`src/rtl/tkv_pkg.sv`:
```
// tkv_pkg: shared types and constants for the key/value cache with expiry
// used by tkv_cell and ttl_key_value_ring_cache; no dependencies
package tkv_pkg;

  // default sizes for the top-level parameters
  localparam int unsigned ENTRIES_DEF   = 16;
  localparam int unsigned KEY_BITS_DEF  = 64;
  localparam int unsigned DATA_BITS_DEF = 64;

  // fixed field widths
  localparam int unsigned OP_BITS      = 2;
  localparam int unsigned NOW_BITS     = 32;
  localparam int unsigned TIMEOUT_BITS = 31;

  // request operation codes
  typedef enum logic [OP_BITS-1:0] {
    OP_LOOKUP = 2'd0,
    OP_INSERT = 2'd1,
    OP_TICK   = 2'd2,
    OP_NONE   = 2'd3
  } op_t;

  // control states, one-hot
  typedef enum logic [1:0] {
    ST_IDLE   = 2'b01,
    ST_SEARCH = 2'b10
  } state_t;

endpackage

```
`src/rtl/tkv_cell.sv`:
```
// tkv_cell: one cache line of the shifting line chain plus one stage of the
// search chain; depends on tkv_pkg
module tkv_cell
  import tkv_pkg::*;
#(
  parameter int unsigned KEY_BITS  = KEY_BITS_DEF,
  parameter int unsigned DATA_BITS = DATA_BITS_DEF
) (
  input  logic                    clk,
  input  logic                    rst,
  // line chain, moves one place older on each insert
  input  logic                    shift,
  input  logic                    valid_prev,
  input  logic [KEY_BITS-1:0]     key_prev,
  input  logic [DATA_BITS-1:0]    data_prev,
  input  logic [NOW_BITS-1:0]     created_prev,
  output logic                    valid,
  output logic [KEY_BITS-1:0]     line_key,
  output logic [DATA_BITS-1:0]    line_data,
  output logic [NOW_BITS-1:0]     created,
  // broadcast search terms
  input  logic [KEY_BITS-1:0]     srch_key,
  input  logic [NOW_BITS-1:0]     now_ticks,
  input  logic [TIMEOUT_BITS-1:0] timeout_ticks,
  // search chain, newer result from the previous cell
  input  logic                    hit_prev,
  input  logic [DATA_BITS-1:0]    hit_data_prev,
  output logic                    hit,
  output logic [DATA_BITS-1:0]    hit_data
);

  logic [NOW_BITS-1:0] age;
  logic                match;

  assign age   = now_ticks - created;
  assign match = valid && (line_key == srch_key) &&
                 (age <= {1'b0, timeout_ticks});

  always_ff @(posedge clk) begin
    if (rst) begin
      valid <= 1'b0;
    end else if (shift) begin
      valid <= valid_prev;
    end
  end

  always_ff @(posedge clk) begin
    if (shift) begin
      line_key  <= key_prev;
      line_data <= data_prev;
      created   <= created_prev;
    end
  end

  // a newer hit passes through untouched
  always_ff @(posedge clk) begin
    hit <= hit_prev || match;
    if (hit_prev) begin
      hit_data <= hit_data_prev;
    end else if (match) begin
      hit_data <= line_data;
    end else begin
      hit_data <= '0;
    end
  end

endmodule

```
`config.mk`:
```
export PLATFORM = sky130hd
export DESIGN_NAME = tkv_cell
export DESIGN_NICKNAME = d
export VERILOG_FILES = /design/src/rtl/tkv_pkg.sv /design/src/rtl/tkv_cell.sv
export SDC_FILE = /design/constraint.sdc
export NUM_CORES = 1
export LEC_CHECK = 0
export BUFFER_PORTS_ARGS = -buffer_cell sky130_fd_sc_hd__clkbuf_2
export CAP_MARGIN = 15
export CELL_PAD_IN_SITES_DETAIL_PLACEMENT = 2
export CELL_PAD_IN_SITES_GLOBAL_PLACEMENT = 2
export CORE_AREA = 5 5 226 228
export DETAILED_ROUTE_END_ITERATION = 8
export DIE_AREA = 0 0 231 233
export PLACE_DENSITY_LB_ADDON = 0.1
export SETUP_SLACK_MARGIN = 0.4
export SYNTH_ARGS = -nofsm -noshare
export SYNTH_HDL_FRONTEND = slang
export SYNTH_SLANG_ARGS = --single-unit
```
`constraint.sdc`:
```
create_clock -name clk -period 5.25 [get_ports clk]
set_input_delay 1.05 -clock clk [delete_from_list [all_inputs] [get_ports clk]]
set_output_delay 1.05 -clock clk [all_outputs]
set_load 0.02 [all_outputs]
```
[Word level (Yosys, flattened, before mapping)]
Index checks and enable logic that the tools add are counted.
Storage, ports and cells
  memories: 0
  bits of input ports: 356
  register bits after elaboration: 226
  latch bits: 0
  bits in read-only memories: 0
  memory bits (writable): 0
  word-level logic and storage cells: 14
Cells by class
  bitwise gates (word level): 0
  order comparisons: 1
  reduce and logical (&&, ||, !) cells: 3
  shift operators: 0
  div/mod/pow operators: 0
  add/sub/neg operators: 1
  equality and inequality tests: 1
  multiply operators: 0
  multiplexer cells: 2
Operators by type and width (count)
  two-way mux 64 bit: 2
  equality test 64 bit: 1
  less-or-equal comparator 32 x 31 -> 1 bit: 1
  subtractor 32 bit: 1
  logical AND 1 bit: 2
  logical OR 1 bit: 1

[Depth between registers and ports, before layout]
  word-level depth: 5
  mapped depth: 22
  gate-level depth less buffers: 20

[Worst setup path after synthesis]
No wires, ideal clock.
  path kind: input to register
  start point: input port now_ticks[0]
  end point: register hit_data[18]
  arrival: 4825 ps
  buffers on the path: 2
  stages on the path: 20
  library setup time: 143 ps
  slack: 283 ps
  required time: 5107 ps
  path through: inv_1 -> ha_1 -> fa_1 -> nand2b_1 -> a21oi_1 -> o21ai_0 -> o21ai_1 -> a2111oi_2 -> o311a_1 -> o21ai_1 -> xor2_1 -> ha_1 -> nand4_1 -> o22ai_1 -> nor4_1 -> a21boi_0 -> o21ai_0 -> clkbuf_1 -> clkbuf_1 -> o41ai_2
On the way
  cells in the longest elaborated chain, start to end: 5
Ends and longest elaborated chain
  start: declaration: line tkv_cell.sv:23  | input logic [NOW_BITS-1:0] now_ticks,
  subtractor 32 bit: line tkv_cell.sv:35  | assign age = now_ticks - created;
  less-or-equal comparator 32 x 31 -> 1 bit: line tkv_cell.sv:37  | (age <= {1'b0, timeout_ticks});
  logical AND 1 bit: line tkv_cell.sv:36  | assign match = valid && (line_key == srch_key) &&
  two-way mux 64 bit: line tkv_cell.sv:60  | end else if (match) begin
  two-way mux 64 bit: line tkv_cell.sv:58  | if (hit_prev) begin
  end signal: assignment: line tkv_cell.sv:59  | hit_data <= hit_data_prev;
  end signal: assignment: line tkv_cell.sv:61  | hit_data <= line_data;
  end: declaration: line tkv_cell.sv:29  | output logic [DATA_BITS-1:0] hit_data
No other way between the ends.
A chain may end at the register's enable or synchronous reset.

[Worst setup path after layout]
  start point: input port now_ticks[0]
  end point: register hit_data[9]
Same word-level chain as after synthesis.

==> summary.txt <==
CTS Hold Buffers Added - 0
Startpoint Class - input pin
P_int - 3.65 mW
RD Place Congestion - 0.823
Root Driver - clkbuf_16
CTS buffer count - 30
Reg clk slew, reported paths - 0.06 ns
CP dominant cell by count - buf_4
Final nets - 1,980
WL per Instance - 23.4 um
crit path max fanout - 19
worst-margin pin slew - 0.975 ns
final instance area - 16,100 um2
Total Routing Usage GR - 18.4%
clk_lat worst skew - 0.61 ns
first-pass GRT wire length - 73,500 um
CP Class - in2reg
crit path DAT - 5.08 ns
ys flop type - edfxtp_1
Ys Warns - 0
final setup fails - 0
critical path required time - 5.71 ns
CTS tree - yes
switch share - 31.5%
Final WS setup - 0.636 ns
initial antenna violation count - 13
Final min period - 4.61 ns
post-route ant nets - 0
Final period util - 87.9%
# IOs - 582
Starting DRT DRC Count - 273
number of synthesized flops with an enable pin - 160
DR vias/cell - 4.38
Synth area leader - edfxtp_1
Max Cap Viol - 0
top cell type's share of synthesized area - 44.0%
Syn Inst Count - 917
power consumption - 5.33 mW
asr flop ratio synth - 0%
die area - 53,800 um2
synthesis-to-layout area growth - 47.6%
status - complete, no violations
final wirelength - 51,900 um
Slew Viols, Final - 0
worst slack at placement - -0.400 ns
DP Area - 15,000 um2
average size of a mapped cell - 11.9 um2
Setup Skew - 0.0497 ns
post-DP HPWL - 43,400 um
Slowest cell on crit path - fa_1
Fin Hold WS - 0.576 ns
synth cell count leaders - edfxtp_1 (160), inv_1 (147), nand2_1 (91)
Final Core Density - 33.1%
die span in y - 233 um
Synth Register Bits - 226
CP Cell Sequence - clkbuf_2, inv_1, ha_1, fa_1, nand2b_4, a21oi_2, o21ai_2, buf_4, o2111ai_4, nand2_2, o21ai_1, a21oi_1, xnor2_2, ha_1, nand4_1, nor4_4, buf_4, nand3_1, o31ai_1, buf_4, o21ai_4, buf_12, buf_12, o41ai_1
Congestion Overflow GR - 0
cell with the most instances after synthesis - edfxtp_1
maximum vdd drop - 0.256 mV
PwrDens - 331 nW/um2
CP max stage delay - 0.39 ns
sequential power share - 40.1%
Worst setup EP type - flip-flop
clock network fraction of design power - 36.1%
Clock Sinks - 226
worst slew margin relative to its limit - 34.5%
combinational share of power - 23.8%
I/O Buffers - 581
hold crit path type - reg2reg
Max H-tree Level - 1
Remaining DRCs - 0
fraction of layout cells with a size suffix above 1 - 48.0%
area of the core - 48,600 um2
Leak - 7.95 nW
Die W - 231 um
top cells by area, synth - edfxtp_1 (44%), dfxtp_1 (12%), o41ai_2 (7.3%)
Seq/Total Area, Yosys - 56.1%
fmax - 217 MHz
Vias - 9,687
Cell Area, Synth - 10,900 um2
largest net degree at the start of global routing - 87
Hold Vio Cnt, Final - 0
Switch Pwr - 1.68 mW
CTS Buffer Depth - 3
Synth Net Count - 1,336
TritonRoute pass-1 iters - 4
Site Rows - 81
initial core utilization - 22.4%
vias in the first global route - 11,000
RSZ-0062 raised after global routing - no
post-synthesis cell type count - 53
sequential cells by signal, indices dropped and copies added (netlist names):
register / cells
line_key: 64
line_data: 64
created: 32
hit: 1
valid: 1
hit_data: 64
stage by stage:
step,setup TNS [ns],cells
6_report,0,2213
5_1_grt,0,2211
4_1_cts,0,2205
3_5_place_dp,-18.42,2149
3_3_place_gp,-17.45,2149
2_1_floorplan,0,917
cell usage in the layout, fill, tap and decap left out, drive strengths merged, types with 15 or more instances in the layout:
cell type,count
clkbuf,620
edfxtp,160
inv,148
nand2,91
dfxtp,66
o41ai,65
buf,63
ha,62
a21oi,46
xnor2,43
xor2,38
a21o,21
nor2,19
nand4,19
o21ai,18
clkinv,15
cell type report:
cell class                      count  area, um2
Antenna cell                        6       15.0
Clock buffer                       40        808
Clock inverter                     16        109
Fill cell                        5445      32500
Inverter                          147        552
Multi-Input combinational cell    513       4250
Sequential cell                   226       6130
Tap cell                          622        778
Timing Repair Buffer              643       3470
routing by layer:
metal	part of all wire [%]	GRT usage [%]	vias up	wire length [um]
met5	0.18	0	-	92
met4	1.7	3.81	16	884
met3	8.4	7.47	63	4330
met2	53	34.1	289	27500
met1	37	19.8	4732	19100
li1	-	-	4587	-
worst paths after layout:
kind	from	slack [ns]	to	cells past startpoint
worst max-delay path	now_ticks[0]	0.64	hit_data[9]	24
worst min-delay path	valid	0.58	valid	2
worst max register to register	created[0]	0.78	hit_data[9]	22
worst min register to register	valid	0.58	valid	2
logic make-up after synthesis:
group | share of synthesized area (%)
fa+ha+maj | 7.29
flops | 56.1
xor+xnor | 6.50
compound gates | 16.2
mux | 0.0917
simple gates | 7.32
buf+inv | 6.54
critical path, delay by kind of cell:
kind / cells / cell delay (ns)
compound gates: 8 / 1.14
buf+inv: 7 / 0.97
fa+ha+maj: 3 / 0.88
simple gates: 5 / 0.83
xor+xnor: 1 / 0.18
power by group through the flow:
| stage | Clock [mW] | Sequential (mW) | Combinational, mW |
|---|---|---|---|
| finish | 1.92 | 2.14 | 1.27 |
| CTS | 2.01 | 2.14 | 1.28 |
| global placement | 0 | 2.17 | 1.24 |
| global route | 2.08 | 2.15 | 1.39 |
| floorplan | 0 | 2.31 | 0.526 |
| detailed placement | 0 | 2.18 | 1.26 |
timing repair:
item	in CTS	in global routing
setup buffers	0	1
cloned	0	1
resized for setup	6	23
pin swaps	2	8
setup endpoints to repair	65	65
Note: power is estimated with default switching activity, not from simulation.
